==> src/design/dtp_pkg.sv <==
// dtp_pkg: shared types, widths, register indexes and reset values
// for the depth-to-point back-projection block
// no dependencies
package dtp_pkg;

    // fixed field widths
    localparam int DIM_W      = 13;   // frame size registers
    localparam int FOCAL_W    = 20;   // focal length registers
    localparam int DEPTH_W    = 16;   // depth pixel
    localparam int COORD_W    = 32;   // x and y results
    localparam int MAG_W      = DIM_W + 1;             // |2u - W - 1|
    localparam int PROD_W     = MAG_W + DEPTH_W;       // |offset| * depth
    localparam int NUM_W      = PROD_W + 3;            // times eight
    localparam int CFG_IDX_W  = 2;
    localparam int CFG_DATA_W = FOCAL_W;
    localparam int OUT_DATA_W = 2 * COORD_W + DEPTH_W;

    // register indexes
    localparam logic [CFG_IDX_W-1:0] REG_FRAME_WIDTH  = 2'd0;
    localparam logic [CFG_IDX_W-1:0] REG_FRAME_HEIGHT = 2'd1;
    localparam logic [CFG_IDX_W-1:0] REG_FOCAL_X      = 2'd2;
    localparam logic [CFG_IDX_W-1:0] REG_FOCAL_Y      = 2'd3;

    // register reset values
    localparam logic [DIM_W-1:0]   RST_FRAME_WIDTH  = 13'd640;
    localparam logic [DIM_W-1:0]   RST_FRAME_HEIGHT = 13'd480;
    localparam logic [FOCAL_W-1:0] RST_FOCAL        = 20'd5460;

    // default parameter values
    localparam int DECIMATION_DEF = 4;
    localparam int MAX_DIM_DEF    = 4096;
    localparam int QUEUE_DEPTH    = 4;

    // one kept pixel, classified and ready for projection
    typedef struct packed {
        logic [DEPTH_W-1:0] depth;
        logic               x_neg;
        logic [MAG_W-1:0]   x_mag;
        logic               y_neg;
        logic [MAG_W-1:0]   y_mag;
        logic               last;
    } t_item;

    // queue status seen by both sides
    typedef struct packed {
        logic full;
        logic empty;
    } t_qstat;

endpackage

==> src/design/dtp_front.sv <==
// dtp_front: raster position counters, decimation grid check and
// pixel offset from the optical centre; pushes kept pixels to the queue
// depends on dtp_pkg
module dtp_front #(
    parameter int DECIMATION = dtp_pkg::DECIMATION_DEF,
    parameter int MAX_DIM    = dtp_pkg::MAX_DIM_DEF
) (
    input  logic                        i_clk,
    input  logic                        i_rst_n,
    input  logic                        i_valid,
    output logic                        o_ready,
    input  logic [dtp_pkg::DEPTH_W-1:0] i_depth,
    input  logic                        i_frame_start,
    input  logic [dtp_pkg::DIM_W-1:0]   i_eff_w,
    input  logic [dtp_pkg::DIM_W-1:0]   i_eff_h,
    input  dtp_pkg::t_qstat             i_qstat,
    output logic                        o_push,
    output dtp_pkg::t_item              o_item
);

    localparam int POS_W = $clog2(MAX_DIM);
    localparam int PH_W  = (DECIMATION > 1) ? $clog2(DECIMATION) : 1;
    localparam int SUM_W = dtp_pkg::DIM_W + 2;
    localparam int OFF_W = dtp_pkg::DIM_W + 2;

    logic [POS_W-1:0] r_col, n_col, r_row, n_row;
    logic [PH_W-1:0]  r_col_ph, n_col_ph, r_row_ph, n_row_ph;

    logic [POS_W-1:0] w_col, w_row;
    logic [PH_W-1:0]  w_col_ph, w_row_ph;
    logic [POS_W:0]   w_col_inc, w_row_inc;
    logic             w_accept, w_keep, w_last;
    logic [OFF_W-1:0] w_off_x, w_off_y, w_neg_x, w_neg_y;

    assign o_ready  = !i_qstat.full;
    assign w_accept = i_valid && o_ready;

    // position of this pixel, frame start restarts the raster
    assign w_col    = i_frame_start ? '0 : r_col;
    assign w_row    = i_frame_start ? '0 : r_row;
    assign w_col_ph = i_frame_start ? '0 : r_col_ph;
    assign w_row_ph = i_frame_start ? '0 : r_row_ph;

    // on the grid and inside the whole decimated area
    always_comb begin
        w_keep = (w_col_ph == '0) && (w_row_ph == '0)
              && (SUM_W'(w_col) + SUM_W'(DECIMATION) <= SUM_W'(i_eff_w))
              && (SUM_W'(w_row) + SUM_W'(DECIMATION) <= SUM_W'(i_eff_h));
        w_last = (SUM_W'(w_col) + SUM_W'(2 * DECIMATION) > SUM_W'(i_eff_w))
              && (SUM_W'(w_row) + SUM_W'(2 * DECIMATION) > SUM_W'(i_eff_h));
    end

    // offset 2u - W - 1 as sign and magnitude
    always_comb begin
        w_off_x = OFF_W'({w_col, 1'b0}) - OFF_W'(i_eff_w) - OFF_W'(1);
        w_off_y = OFF_W'({w_row, 1'b0}) - OFF_W'(i_eff_h) - OFF_W'(1);
        w_neg_x = '0 - w_off_x;
        w_neg_y = '0 - w_off_y;
        o_item.depth = i_depth;
        o_item.x_neg = w_off_x[OFF_W-1];
        o_item.x_mag = w_off_x[OFF_W-1] ? w_neg_x[dtp_pkg::MAG_W-1:0]
                                        : w_off_x[dtp_pkg::MAG_W-1:0];
        o_item.y_neg = w_off_y[OFF_W-1];
        o_item.y_mag = w_off_y[OFF_W-1] ? w_neg_y[dtp_pkg::MAG_W-1:0]
                                        : w_off_y[dtp_pkg::MAG_W-1:0];
        o_item.last  = w_last;
    end

    assign o_push = w_accept && w_keep;

    // raster advance with wrap at frame size
    always_comb begin
        w_col_inc = {1'b0, w_col} + (POS_W+1)'(1);
        w_row_inc = {1'b0, w_row} + (POS_W+1)'(1);
        n_col     = r_col;
        n_row     = r_row;
        n_col_ph  = r_col_ph;
        n_row_ph  = r_row_ph;
        if (w_accept) begin
            if (SUM_W'(w_col_inc) >= SUM_W'(i_eff_w)) begin
                n_col    = '0;
                n_col_ph = '0;
                if (SUM_W'(w_row_inc) >= SUM_W'(i_eff_h)) begin
                    n_row    = '0;
                    n_row_ph = '0;
                end else begin
                    n_row    = w_row_inc[POS_W-1:0];
                    n_row_ph = (w_row_ph == PH_W'(DECIMATION - 1)) ? '0
                                                                    : w_row_ph + PH_W'(1);
                end
            end else begin
                n_col    = w_col_inc[POS_W-1:0];
                n_col_ph = (w_col_ph == PH_W'(DECIMATION - 1)) ? '0
                                                                : w_col_ph + PH_W'(1);
                n_row    = w_row;
                n_row_ph = w_row_ph;
            end
        end
    end

    always_ff @(posedge i_clk) begin
        if (!i_rst_n) begin
            r_col    <= '0;
            r_row    <= '0;
            r_col_ph <= '0;
            r_row_ph <= '0;
        end else begin
            r_col    <= n_col;
            r_row    <= n_row;
            r_col_ph <= n_col_ph;
            r_row_ph <= n_row_ph;
        end
    end

endmodule

==> src/design/dtp_queue.sv <==
// dtp_queue: short first-in first-out queue of kept pixels between the
// classifying front and the projecting back
// depends on dtp_pkg
module dtp_queue #(
    parameter int DEPTH = dtp_pkg::QUEUE_DEPTH   // 2 or more
) (
    input  logic            i_clk,
    input  logic            i_rst_n,
    input  logic            i_push,
    input  dtp_pkg::t_item  i_item,
    input  logic            i_pop,
    output dtp_pkg::t_item  o_item,
    output dtp_pkg::t_qstat o_qstat
);

    localparam int AW = $clog2(DEPTH);

    dtp_pkg::t_item r_mem [DEPTH];
    logic [AW-1:0]  r_wr, n_wr, r_rd, n_rd;
    logic [AW:0]    r_cnt, n_cnt;
    logic           w_push, w_pop;

    assign o_qstat.full  = (r_cnt == (AW+1)'(DEPTH));
    assign o_qstat.empty = (r_cnt == '0);
    assign w_push = i_push && !o_qstat.full;
    assign w_pop  = i_pop && !o_qstat.empty;
    assign o_item = r_mem[r_rd];

    // pointer and fill count update
    always_comb begin
        n_wr  = r_wr;
        n_rd  = r_rd;
        n_cnt = r_cnt;
        if (w_push) begin
            n_wr = (r_wr == AW'(DEPTH - 1)) ? '0 : r_wr + AW'(1);
        end
        if (w_pop) begin
            n_rd = (r_rd == AW'(DEPTH - 1)) ? '0 : r_rd + AW'(1);
        end
        if (w_push && !w_pop) begin
            n_cnt = r_cnt + (AW+1)'(1);
        end else if (w_pop && !w_push) begin
            n_cnt = r_cnt - (AW+1)'(1);
        end
    end

    always_ff @(posedge i_clk) begin
        if (!i_rst_n) begin
            r_wr  <= '0;
            r_rd  <= '0;
            r_cnt <= '0;
        end else begin
            r_wr  <= n_wr;
            r_rd  <= n_rd;
            r_cnt <= n_cnt;
        end
    end

    // entry storage
    always_ff @(posedge i_clk) begin
        if (w_push) begin
            r_mem[r_wr] <= i_item;
        end
    end

endmodule

==> src/design/dtp_div.sv <==
// dtp_div: unsigned restoring divider, one quotient bit per cycle
// no package dependency
module dtp_div #(
    parameter int NUM_W = 33,
    parameter int DEN_W = 20
) (
    input  logic             i_clk,
    input  logic             i_rst_n,
    input  logic             i_start,
    input  logic [NUM_W-1:0] i_num,
    input  logic [DEN_W-1:0] i_den,
    output logic             o_done,
    output logic [NUM_W-1:0] o_quo
);

    localparam int CNT_W = $clog2(NUM_W + 1);

    logic [NUM_W-1:0] r_acc;
    logic [DEN_W-1:0] r_rem, r_den;
    logic [CNT_W-1:0] r_cnt;
    logic             r_busy, r_done;
    logic [DEN_W:0]   w_trial, w_diff;
    logic             w_qbit;

    // trial subtract of the divisor from the shifted remainder
    always_comb begin
        w_trial = {r_rem, r_acc[NUM_W-1]};
        w_diff  = w_trial - {1'b0, r_den};
        w_qbit  = (w_trial >= {1'b0, r_den});
    end

    always_ff @(posedge i_clk) begin
        if (!i_rst_n) begin
            r_busy <= 1'b0;
            r_done <= 1'b0;
            r_cnt  <= '0;
        end else if (i_start) begin
            r_busy <= 1'b1;
            r_done <= 1'b0;
            r_cnt  <= CNT_W'(NUM_W);
        end else if (r_busy) begin
            r_cnt <= r_cnt - CNT_W'(1);
            if (r_cnt == CNT_W'(1)) begin
                r_busy <= 1'b0;
                r_done <= 1'b1;
            end
        end
    end

    // dividend shifts out as the quotient shifts in
    always_ff @(posedge i_clk) begin
        if (i_start) begin
            r_acc <= i_num;
            r_rem <= '0;
            r_den <= i_den;
        end else if (r_busy) begin
            r_acc <= {r_acc[NUM_W-2:0], w_qbit};
            r_rem <= w_qbit ? w_diff[DEN_W-1:0] : w_trial[DEN_W-1:0];
        end
    end

    assign o_done = r_done;
    assign o_quo  = r_acc;

endmodule

==> src/design/dtp_back.sv <==
// dtp_back: takes kept pixels from the queue, multiplies offset by depth,
// divides by the focal lengths, saturates and holds the result
// depends on dtp_pkg and dtp_div
module dtp_back (
    input  logic                          i_clk,
    input  logic                          i_rst_n,
    input  dtp_pkg::t_qstat               i_qstat,
    input  dtp_pkg::t_item                i_item,
    output logic                          o_pop,
    input  logic [dtp_pkg::FOCAL_W-1:0]   i_eff_fx,
    input  logic [dtp_pkg::FOCAL_W-1:0]   i_eff_fy,
    output logic                          o_valid,
    input  logic                          i_ready,
    output logic [dtp_pkg::OUT_DATA_W-1:0] o_data,
    output logic                          o_point_valid,
    output logic                          o_last
);

    localparam logic [1:0] S_IDLE = 2'd0;
    localparam logic [1:0] S_MUL  = 2'd1;
    localparam logic [1:0] S_DIV  = 2'd2;

    localparam int CW = dtp_pkg::COORD_W;
    localparam int NW = dtp_pkg::NUM_W;

    logic [1:0]          r_state, n_state;
    dtp_pkg::t_item      r_item;
    logic [dtp_pkg::PROD_W-1:0] w_prod_x, w_prod_y;
    logic [NW-1:0]       w_quo_x, w_quo_y;
    logic                w_done_x, w_done_y, w_start, w_load;
    logic [CW-1:0]       w_x, w_y;

    logic                r_out_valid;
    logic [CW-1:0]       r_out_x, r_out_y;
    logic [dtp_pkg::DEPTH_W-1:0] r_out_z;
    logic                r_out_pv, r_out_last;

    // saturate a sign-magnitude quotient to signed 32 bits
    function automatic logic [CW-1:0] sat_coord(input logic neg, input logic [NW-1:0] q);
        logic [CW-1:0] res;
        if (!neg) begin
            res = (q[NW-1:CW-1] != '0) ? {1'b0, {(CW-1){1'b1}}} : q[CW-1:0];
        end else if ((q[NW-1:CW] != '0) || (q[CW-1] && (q[CW-2:0] != '0))) begin
            res = {1'b1, {(CW-1){1'b0}}};
        end else begin
            res = '0 - q[CW-1:0];
        end
        return res;
    endfunction

    // offset times depth, registered by the dividers' load
    always_comb begin
        w_prod_x = dtp_pkg::PROD_W'(r_item.x_mag) * dtp_pkg::PROD_W'(r_item.depth);
        w_prod_y = dtp_pkg::PROD_W'(r_item.y_mag) * dtp_pkg::PROD_W'(r_item.depth);
    end

    assign w_start = (r_state == S_MUL);

    dtp_div #(.NUM_W(NW), .DEN_W(dtp_pkg::FOCAL_W)) u_div_x (
        .i_clk   (i_clk),
        .i_rst_n (i_rst_n),
        .i_start (w_start),
        .i_num   ({w_prod_x, 3'b000}),
        .i_den   (i_eff_fx),
        .o_done  (w_done_x),
        .o_quo   (w_quo_x)
    );

    dtp_div #(.NUM_W(NW), .DEN_W(dtp_pkg::FOCAL_W)) u_div_y (
        .i_clk   (i_clk),
        .i_rst_n (i_rst_n),
        .i_start (w_start),
        .i_num   ({w_prod_y, 3'b000}),
        .i_den   (i_eff_fy),
        .o_done  (w_done_y),
        .o_quo   (w_quo_y)
    );

    assign w_x = sat_coord(r_item.x_neg, w_quo_x);
    assign w_y = sat_coord(r_item.y_neg, w_quo_y);

    // sequencer: take an entry, start the dividers, hand over the result
    always_comb begin
        n_state = r_state;
        o_pop   = 1'b0;
        w_load  = 1'b0;
        unique case (r_state)
            S_IDLE: begin
                if (!i_qstat.empty) begin
                    o_pop   = 1'b1;
                    n_state = S_MUL;
                end
            end
            S_MUL: begin
                n_state = S_DIV;
            end
            S_DIV: begin
                if (w_done_x && w_done_y && (!r_out_valid || i_ready)) begin
                    w_load  = 1'b1;
                    n_state = S_IDLE;
                end
            end
            default: begin
                n_state = S_IDLE;
            end
        endcase
    end

    always_ff @(posedge i_clk) begin
        if (!i_rst_n) begin
            r_state     <= S_IDLE;
            r_out_valid <= 1'b0;
        end else begin
            r_state <= n_state;
            if (w_load) begin
                r_out_valid <= 1'b1;
            end else if (i_ready) begin
                r_out_valid <= 1'b0;
            end
        end
    end

    // working entry and output register
    always_ff @(posedge i_clk) begin
        if (o_pop) begin
            r_item <= i_item;
        end
        if (w_load) begin
            r_out_x    <= w_x;
            r_out_y    <= w_y;
            r_out_z    <= r_item.depth;
            r_out_pv   <= (r_item.depth != '0);
            r_out_last <= r_item.last;
        end
    end

    assign o_valid       = r_out_valid;
    assign o_data        = {r_out_z, r_out_y, r_out_x};
    assign o_point_valid = r_out_pv;
    assign o_last        = r_out_last;

endmodule

==> src/design/depth_to_point_projection.sv <==
// depth_to_point_projection: top level, configuration registers and
// wiring of front, queue and back
// depends on dtp_pkg, dtp_front, dtp_queue, dtp_back
//
// Usage
// - s_axis carries one depth pixel per transaction (millimetres); tuser set
//   marks column 0, row 0 of a frame. Column and row are counted inside.
// - Only pixels on the decimated grid yield a point on m_axis: x, y and z in
//   tdata, point_valid in tuser, tlast on the final point of the grid.
// - Registers (frame size, focal lengths) are written through the cfg port
//   while the block is idle; sizes are clamped to 1..MAX_DIM, a focal length
//   of zero counts as one.
// - Input pixels are taken one per cycle while the four-entry point queue has
//   room. The back end handles one point at a time: it fetches the entry,
//   multiplies, runs the bit-serial division (x and y in parallel) and
//   loads the output register.
// - Reset clears raster counters, queue and output, and reloads the register
//   defaults. A stalled receiver holds the output register; the back end
//   then waits and the queue fills before s_axis_tready drops.
module depth_to_point_projection #(
    parameter int DECIMATION = dtp_pkg::DECIMATION_DEF,
    parameter int MAX_DIM    = dtp_pkg::MAX_DIM_DEF
) (
    input  logic                            i_clk,
    input  logic                            i_rst_n,
    // configuration writes
    input  logic                            i_cfg_we,
    input  logic [dtp_pkg::CFG_IDX_W-1:0]   i_cfg_addr,
    input  logic [dtp_pkg::CFG_DATA_W-1:0]  i_cfg_wdata,
    // depth pixel stream
    input  logic                            s_axis_tvalid,
    output logic                            s_axis_tready,
    input  logic [dtp_pkg::DEPTH_W-1:0]     s_axis_tdata,   // [15:0] depth_mm
    input  logic                            s_axis_tuser,   // [0] frame_start
    // point stream
    output logic                            m_axis_tvalid,
    input  logic                            m_axis_tready,
    output logic [dtp_pkg::OUT_DATA_W-1:0]  m_axis_tdata,   // [31:0] x_mm, [63:32] y_mm,
                                                            // [79:64] z_mm
    output logic                            m_axis_tuser,   // [0] point_valid
    output logic                            m_axis_tlast    // last_point
);

    localparam int CMP_W = dtp_pkg::DIM_W + 1;

    logic [dtp_pkg::DIM_W-1:0]   r_frame_width, r_frame_height;
    logic [dtp_pkg::FOCAL_W-1:0] r_focal_x, r_focal_y;
    logic [dtp_pkg::DIM_W-1:0]   w_eff_w, w_eff_h;
    logic [dtp_pkg::FOCAL_W-1:0] w_eff_fx, w_eff_fy;

    dtp_pkg::t_item  w_push_item, w_head_item;
    dtp_pkg::t_qstat w_qstat;
    logic            w_push, w_pop;

    // configuration registers
    always_ff @(posedge i_clk) begin
        if (!i_rst_n) begin
            r_frame_width  <= dtp_pkg::RST_FRAME_WIDTH;
            r_frame_height <= dtp_pkg::RST_FRAME_HEIGHT;
            r_focal_x      <= dtp_pkg::RST_FOCAL;
            r_focal_y      <= dtp_pkg::RST_FOCAL;
        end else if (i_cfg_we) begin
            unique case (i_cfg_addr)
                dtp_pkg::REG_FRAME_WIDTH:  r_frame_width  <= i_cfg_wdata[dtp_pkg::DIM_W-1:0];
                dtp_pkg::REG_FRAME_HEIGHT: r_frame_height <= i_cfg_wdata[dtp_pkg::DIM_W-1:0];
                dtp_pkg::REG_FOCAL_X:      r_focal_x      <= i_cfg_wdata;
                dtp_pkg::REG_FOCAL_Y:      r_focal_y      <= i_cfg_wdata;
                default: begin
                end
            endcase
        end
    end

    // effective sizes and focal lengths
    always_comb begin
        if ({1'b0, r_frame_width} > CMP_W'(MAX_DIM)) begin
            w_eff_w = dtp_pkg::DIM_W'(MAX_DIM);
        end else if (r_frame_width == '0) begin
            w_eff_w = dtp_pkg::DIM_W'(1);
        end else begin
            w_eff_w = r_frame_width;
        end
        if ({1'b0, r_frame_height} > CMP_W'(MAX_DIM)) begin
            w_eff_h = dtp_pkg::DIM_W'(MAX_DIM);
        end else if (r_frame_height == '0) begin
            w_eff_h = dtp_pkg::DIM_W'(1);
        end else begin
            w_eff_h = r_frame_height;
        end
        w_eff_fx = (r_focal_x == '0) ? dtp_pkg::FOCAL_W'(1) : r_focal_x;
        w_eff_fy = (r_focal_y == '0) ? dtp_pkg::FOCAL_W'(1) : r_focal_y;
    end

    dtp_front #(.DECIMATION(DECIMATION), .MAX_DIM(MAX_DIM)) u_front (
        .i_clk         (i_clk),
        .i_rst_n       (i_rst_n),
        .i_valid       (s_axis_tvalid),
        .o_ready       (s_axis_tready),
        .i_depth       (s_axis_tdata),
        .i_frame_start (s_axis_tuser),
        .i_eff_w       (w_eff_w),
        .i_eff_h       (w_eff_h),
        .i_qstat       (w_qstat),
        .o_push        (w_push),
        .o_item        (w_push_item)
    );

    dtp_queue #(.DEPTH(dtp_pkg::QUEUE_DEPTH)) u_queue (
        .i_clk   (i_clk),
        .i_rst_n (i_rst_n),
        .i_push  (w_push),
        .i_item  (w_push_item),
        .i_pop   (w_pop),
        .o_item  (w_head_item),
        .o_qstat (w_qstat)
    );

    dtp_back u_back (
        .i_clk         (i_clk),
        .i_rst_n       (i_rst_n),
        .i_qstat       (w_qstat),
        .i_item        (w_head_item),
        .o_pop         (w_pop),
        .i_eff_fx      (w_eff_fx),
        .i_eff_fy      (w_eff_fy),
        .o_valid       (m_axis_tvalid),
        .i_ready       (m_axis_tready),
        .o_data        (m_axis_tdata),
        .o_point_valid (m_axis_tuser),
        .o_last        (m_axis_tlast)
    );

    // no push into a full queue
    a_no_overflow: assert property (@(posedge i_clk) disable iff (!i_rst_n)
        w_push |-> !w_qstat.full)
        else $error("point pushed into a full queue");

    // no pop from an empty queue
    a_no_underflow: assert property (@(posedge i_clk) disable iff (!i_rst_n)
        w_pop |-> !w_qstat.empty)
        else $error("point popped from an empty queue");

    // point_valid follows the depth, an invalid point carries zeros
    a_invalid_zero: assert property (@(posedge i_clk) disable iff (!i_rst_n)
        (m_axis_tvalid && !m_axis_tuser) |-> (m_axis_tdata == '0))
        else $error("invalid point with nonzero coordinates");

    a_valid_depth: assert property (@(posedge i_clk) disable iff (!i_rst_n)
        m_axis_tvalid |-> (m_axis_tuser == (m_axis_tdata[dtp_pkg::OUT_DATA_W-1:
                                                          2*dtp_pkg::COORD_W] != '0)))
        else $error("point_valid does not match depth");

    // output is empty right after reset
    a_reset_empty: assert property (@(posedge i_clk)
        !i_rst_n |=> !m_axis_tvalid)
        else $error("output valid after reset");

endmodule
==> config.mk <==
export PLATFORM = sky130hd
export DESIGN_NAME = depth_to_point_projection
export DESIGN_NICKNAME = d
export VERILOG_FILES = /design/src/design/dtp_pkg.sv /design/src/design/dtp_front.sv /design/src/design/dtp_queue.sv /design/src/design/dtp_div.sv /design/src/design/dtp_back.sv /design/src/design/depth_to_point_projection.sv
export SDC_FILE = /design/constraint.sdc
export NUM_CORES = 2
export LEC_CHECK = 0
export BUFFER_PORTS_ARGS = -buffer_cell sky130_fd_sc_hd__buf_2
export CORE_MARGIN = 2
export CORE_UTILIZATION = 29
export CTS_CLUSTER_SIZE = 16
export DETAILED_ROUTE_END_ITERATION = 8
export PLACE_DENSITY = 0.49
export SLEW_MARGIN = 10
export SYNTH_ARGS = -nofsm -noshare
export SYNTH_HDL_FRONTEND = slang
export SYNTH_SLANG_ARGS = --single-unit
==> constraint.sdc <==
create_clock -name i_clk -period 10.83 [get_ports i_clk]
set_clock_uncertainty 0.15 [all_clocks]
set_input_delay 2.166 -clock i_clk [delete_from_list [all_inputs] [get_ports i_clk]]
set_output_delay 2.166 -clock i_clk [all_outputs]
set_load 0.02 [all_outputs]
# Yosys cells after proc, flatten, opt, wreduce, memory -nomap -nowiden
# Memories as Yosys holds them, arrays and structs flattened. A register that Yosys moved wholly into a read port is not among the register bits.
# Cells that the tools add are included.
[op_classes]
n_eq_ne = 14
n_reduce_logical = 48
order_cmp = 10
bitwise_logic = 1
n_mux = 55
n_addsub = 24
multipliers = 2
[op_table]
columns = ["operator", "n"]
rows = [
  ["32-bit 2-to-1 mux", 6],
  ["33-bit 2-to-1 mux", 4],
  ["1-bit by 32-bit subtractor with 32-bit output, first input constant", 2],
  ["31-bit nonzero test", 2],
  ["14-bit by 16-bit multiplier with 30-bit output", 2],
  ["12-bit 2-to-1 mux", 5],
  ["13-bit 2-to-1 mux", 4],
  ["21-bit by 20-bit greater-or-equal comparator with 1-bit output", 2],
  ["20-bit zero test", 2],
  ["20-bit 2-to-1 mux", 2],
  ["20-bit subtractor", 2],
  ["15-bit by 13-bit greater-than comparator with 1-bit output", 2],
  ["15-bit by 13-bit <= comparator with 1-bit output", 2],
  ["15-bit by 1-bit subtractor with 15-bit output, second input constant", 2],
  ["14-bit 2-to-1 mux", 2],
  ["1-bit by 14-bit subtractor with 14-bit output, first input constant", 2],
  ["13-bit by 13-bit subtractor with 14-bit output", 2],
  ["12-bit by 1-bit adder with 13-bit output, second input constant", 2],
  ["12-bit by 3-bit adder with 13-bit output, second input constant", 2],
  ["12-bit by 4-bit adder with 13-bit output, second input constant", 2],
  ["13-bit greater-or-equal comparator", 2],
  ["13-bit greater-than comparator, second input constant", 2],
  ["13-bit zero test", 2],
  ["6-bit 2-to-1 mux", 4],
  ["other kinds (24)", 93],
]
[word_totals]
memories = 1
word_cells = 189
in_bits = 44
mem_bits_rw = 188
output_inout_bits = 84
reg_bits = 348
[memory_table]
columns = ["name", "depth", "word_bits", "rd", "rd_clocked_by_memory_dff", "wr", "line", "source"]
rows = [
  ["u_queue.r_mem", 4, 47, 1, 1, 1, "dtp_queue.sv:18", "dtp_pkg::t_item r_mem [DEPTH];"],
]

# Logic depth before layout (Yosys ltp)
[depth]
ltp_word = 12
depth_mapped = 25
mapped_depth_nobuf = 24

# Modules after synthesis
# From an unflattened synthesis, not the netlist that was laid out.
[unflattened]
hier_cells = 4852
hier_area_um2 = 47441.8
[modules_own_cells]
columns = ["mod", "n_inst", "cells_each", "area_per_inst_um2"]
rows = [
  ["dtp_back", 1, 2347, 21535.7],
  ["dtp_div", 2, 389, 4271.6],
  ["dtp_queue", 1, 296, 7282.0],
  ["dtp_front", 1, 1052, 7211.9],
  ["depth_to_point_projection", 1, 379, 2869.0],
]

# Worst setup path before layout
# Ideal clock, no wire load.
[synth_timing]
path_type = "input port to flip-flop"
from = "input m_axis_tready"
to = "register u_back.r_out_last, in the netlist u_back.o_last, enable pin"
n_path_buf = 0
stages = 3
arrival_time_ns = 8.399
path_slack_ns = 1.639
required_time_ns = 10.038
setup_time_ns = 0.642
cell_sequence = "nor2b_1 > nand3b_1 > nor3b_1"
[synth_via]
elab_chain_len = 4
[synth_rtl]
columns = ["element", "line", "source"]
rows = [
  ["from (decl)", "depth_to_point_projection.sv:37", "input logic m_axis_tready,"],
  ["1-bit logical OR", "dtp_back.sv:98", "if (w_done_x && w_done_y && (!r_out_valid || i_ready)) begin"],
  ["1-bit logical AND", "dtp_back.sv:98", ""],
  ["1-bit 2-to-1 mux", "dtp_back.sv:98", ""],
  ["1-bit 2-to-1 mux", "dtp_back.sv:87", "unique case (r_state)"],
  ["net u_back.w_load", "dtp_back.sv:30", "logic w_done_x, w_done_y, w_start, w_load;"],
  ["to (signal assigned)", "dtp_back.sv:133", "r_out_last <= r_item.last;"],
  ["to (decl)", "dtp_back.sv:36", "logic r_out_pv, r_out_last;"],
]
# The timed path passes the listed nets, and every way through them passes these cells.
# A chain may end at the register's enable or synchronous reset.

# Worst setup path after layout
[layout_timing]
from = "register u_back.r_item[34] (netlist name)"
to = "register u_back.u_div_x.r_acc[31], in the netlist u_back.u_div_x.o_quo[31], data pin"
[layout_via]
elab_chain_len = 2
[layout_rtl]
columns = ["element", "line", "source"]
rows = [
  ["14-bit by 16-bit multiplier with 30-bit output", "dtp_back.sv:53", "w_prod_x = dtp_pkg::PROD_W'(r_item.x_mag) * dtp_pkg::PROD_W'(r_item.depth);"],
  ["33-bit 2-to-1 mux", "dtp_div.sv:52", "if (i_start) begin"],
  ["to (signal assigned)", "dtp_div.sv:53", "r_acc <= i_num;"],
  ["to (signal assigned)", "dtp_div.sv:57", "r_acc <= {r_acc[NUM_W-2:0], w_qbit};"],
  ["to (decl)", "dtp_div.sv:18", "logic [NUM_W-1:0] r_acc;"],
]
# No other way between the ends.

==> flow_summary.ini <==
[logic_synthesis]
ys.flop_type = edfxtp_1
async_flop_share_pct = 0
synth_edf_count = 417
ys_seq_area_share_pct = 34.87
yosysUniqueCellTypes = 96
ys_ff_latch = 583
syn_avg_cell_area_um2 = 9.845
syn_nets = 5345
synth_area_mm2 = 0.04544
synthCells = 4616
yosys_warnings = 0

[global_route]
grt_first_pass_wirelength_um = 193100
grt_max_degree = 81
grt_usage_pct = 15.32
grt.overflow.total = 0
grt_pass1_vias = 33140
antenna_found_initial = 9

[timing]
post-route-min-period_ns = 7.374
slew_viol_final = 0
slew-limit-headroom_pct = 30.37
clock.fmax_mhz = 135.6
setup_viol = 0
worstMarginPinSlew_ns = 1.018
finalHoldViolations = 0
post-route-period-util_pct = 68.08
tns_ns = 0
rsz0062_at_grt = false
setup_ws_ns = 3.456

[critical_path]
critPathMaxStageDelay_ns = 0.56
critPathSlowestCell = edfxtp_1
worst-path-buf-inv = 5
crit_top_cell = fa_1
crit_fanout = 21
regToRegEndpoint = u_back.u_div_x.o_quo[31]
rr_worst_depth = 23
cp_top_family = adder cells
reg2reg_setup_slack_ns = 3.46
worstPathArrival_ns = 7.63
path_class = reg2reg
cp-start-kind = flop
cp_cell_sequence = buf_4 -> and2_1 -> fa_1 -> inv_1 -> fa_1 -> inv_1 -> fa_1 -> fa_1 -> fa_1 -> inv_1 -> fa_1 -> inv_1 -> ha_1 -> a21o_1 -> a21o_1 -> a211o_1 -> a311oi_1 -> nor4b_1 -> nor2_1 -> a31oi_1 -> o211a_1 -> or3_1 -> a31o_2
cp-end-kind = flop
crit_required_ns = 11.08
timing.rr.start = u_back.r_item[34]

[placement]
io_buffers = 127
placed_cell_area_mm2 = 0.04808
placedCellCount = 6600
place_congestion = 0.8237
place_ws_ns = 3.432
dp_hpwl_um = 88600

[floorplan]
die_w_um = 399.9
initial_core_util_pct = 29.16
die_area_mm2 = 0.1599
pin_count = 128
chipHeight_um = 399.9
fp-row-count = 145
coreArea_mm2 = 0.1558

[clock_tree]
cts-htree-levels = 3
cts_buffers = 72
cts_resized = 0
clock_latency_ns = 0.67
cts_setup_buffers = 0
cts_hold_buf = 0
clockBufferDepth = 3
cts.clk_slew.worst_paths_ns = 0.06
cts.sinks = 583
clockRootBuffer = clkbuf_16
cts_tree = done

[detailed_routing]
routed_wl_um = 121600
num_vias = 32730
ant_nets = 0
viasPerCell = 4.861
firstDrtPassIters = 5
wire_per_inst_um = 18.06
drt_iter0_markers = 1621
drcViolationCount = 0

[status]
status = finished clean

[min_path]
hold_depth = 0
min_from = u_back.r_item[0]
hold_class = reg2reg
hold_end = u_back.o_last

[finish]
drive_above_1_share_pct = 8.492
area_delta_synth_final_pct = 11.26
fin_cells = 6734
design_area_mm2 = 0.05056
num-nets-final = 5345

[flow_run]
maxCapViolCount = 0
==> flip-flops by register name (all words and copies together) (netlist names), 3 cells and up <==
name / cells
u_queue.r_mem: 188
u_back.r_item: 47
u_back.u_div_x.o_quo: 33
u_back.u_div_y.o_quo: 33
u_back.r_out_x: 32
u_back.r_out_y: 32
r_focal_x: 20
r_focal_y: 20
u_back.u_div_x.r_den: 20
u_back.u_div_x.r_rem: 20
u_back.u_div_y.r_den: 20
u_back.u_div_y.r_rem: 20
u_back.r_out_z: 16
r_frame_height: 13
r_frame_width: 13
u_front.r_col: 12
u_front.r_row: 12
u_back.u_div_x.r_cnt: 6
u_back.u_div_y.r_cnt: 6
u_queue.r_cnt: 3
==> through the flow <==
stage	hold slack, ns	util (%)
after floorplan	0.2503	-
after global placement	0.2600	30.85
after detailed placement	0.2722	30.85
after CTS	0.2718	32.44
after global routing	0.2851	32.44
final	0.2709	32.44
==> metal layers <==
metal / global-route usage (%) / up-vias / wire (um)
li1: - / 15830 / -
met1: 21.41 / 16220 / 58570
met2: 25.15 / 554 / 56250
met3: 2.162 / 123 / 4442
met4: 3.195 / 4 / 2300
met5: 0 / - / 20
==> Yosys cell counts (23+ instances only) <==
cell,n,share of area (%)
nand4_1,37,0.51
and3_1,27,0.37
edfxtp_1,417,28
a21oi_1,171,1.9
o311ai_0,36,0.69
nand2b_1,40,0.55
nor2_1,193,1.6
ha_1,350,9.6
fa_1,335,15
a211oi_1,33,0.55
o21a_1,53,0.88
o21ai_0,192,2.1
o311ai_1,23,0.44
xor2_1,75,1.4
and2_1,222,3.1
dfxtp_1,166,7.3
nand2_1,609,5.0
nor3_1,81,0.89
mux2i_1,34,0.75
nor2b_1,43,0.59
a21o_1,54,0.89
a31oi_1,36,0.50
or3_1,45,0.62
xnor2_1,102,2.0
mux4_2,47,2.3
clkbuf_1,226,1.9
inv_1,520,4.3
nor4_1,37,0.51
nand3_1,146,1.6
==> cell type report <==
type	count	area [um^2]
multi-input combinational	3262	26710
inverter	524	1968
tap	2058	2575
sequential	583	15850
timing repair buffer	173	980.9
fill	15930	105300
clock inverter	41	526.8
antenna	1	2.502
clock buffer	92	1949
==> worst max-delay path by stage <==
| stage | startpoint | to | slack, ns | cells after the start |
|---|---|---|---|---|
| after global routing | u_back.r_item[5] | u_back.u_div_y.o_quo[32] | 3.08 | 24 |
| after global placement | u_back.r_item[34] | u_back.u_div_x.o_quo[31] | 3.45 | 23 |
| after floorplan | m_axis_tready | u_back.o_last | 1.64 | 3 |
| final | u_back.r_item[34] | u_back.u_div_x.o_quo[31] | 3.46 | 23 |
| after detailed placement | u_back.r_item[34] | u_back.u_div_x.o_quo[31] | 3.43 | 23 |
| after CTS | u_back.r_item[34] | u_back.u_div_x.o_quo[31] | 3.43 | 23 |
==> cells in the final DEF, fill, tap and decap left out, types with 10 or more instances in the layout <==
cell type,n
inv_1,519
buf_4,46
xnor2_1,102
o311ai_0,36
o31ai_1,20
nand3_1,146
a211oi_1,33
mux2i_1,34
dfxtp_1,162
and3_1,27
nand4_1,37
and2_1,218
ha_1,350
a31oi_1,36
or3_1,45
o21bai_1,18
nand3b_1,11
a21o_1,54
o21a_1,53
nor3b_1,10
buf_2,127
nand2b_1,39
nand2_1,609
clkbuf_1,15
a21oi_1,171
xor2_1,75
nor2b_1,43
nor3_1,81
edfxtp_1,417
mux4_2,47
nor2_1,193
nor4_1,37
clkbuf_16,74
o21ai_0,191
fa_1,335
or2_2,13
o311ai_1,23
==> kinds of logic (layout without fill, tap and decap cells) <==
group | after synthesis | after routing | share of synthesized area, %
other cells | 0 | 1 | 0
mux | 83 | 83 | 3.128
compound gates | 751 | 751 | 10.86
flops | 583 | 583 | 34.87
buf+inv | 771 | 830 | 6.412
xor+xnor | 177 | 177 | 3.411
simple gates | 1566 | 1566 | 16.93
fa+ha+maj | 685 | 685 | 24.39
Power is left out: the tool's default activity adds up to more than one toggle a clock period on the data nets, which glitch-free logic cannot reach.
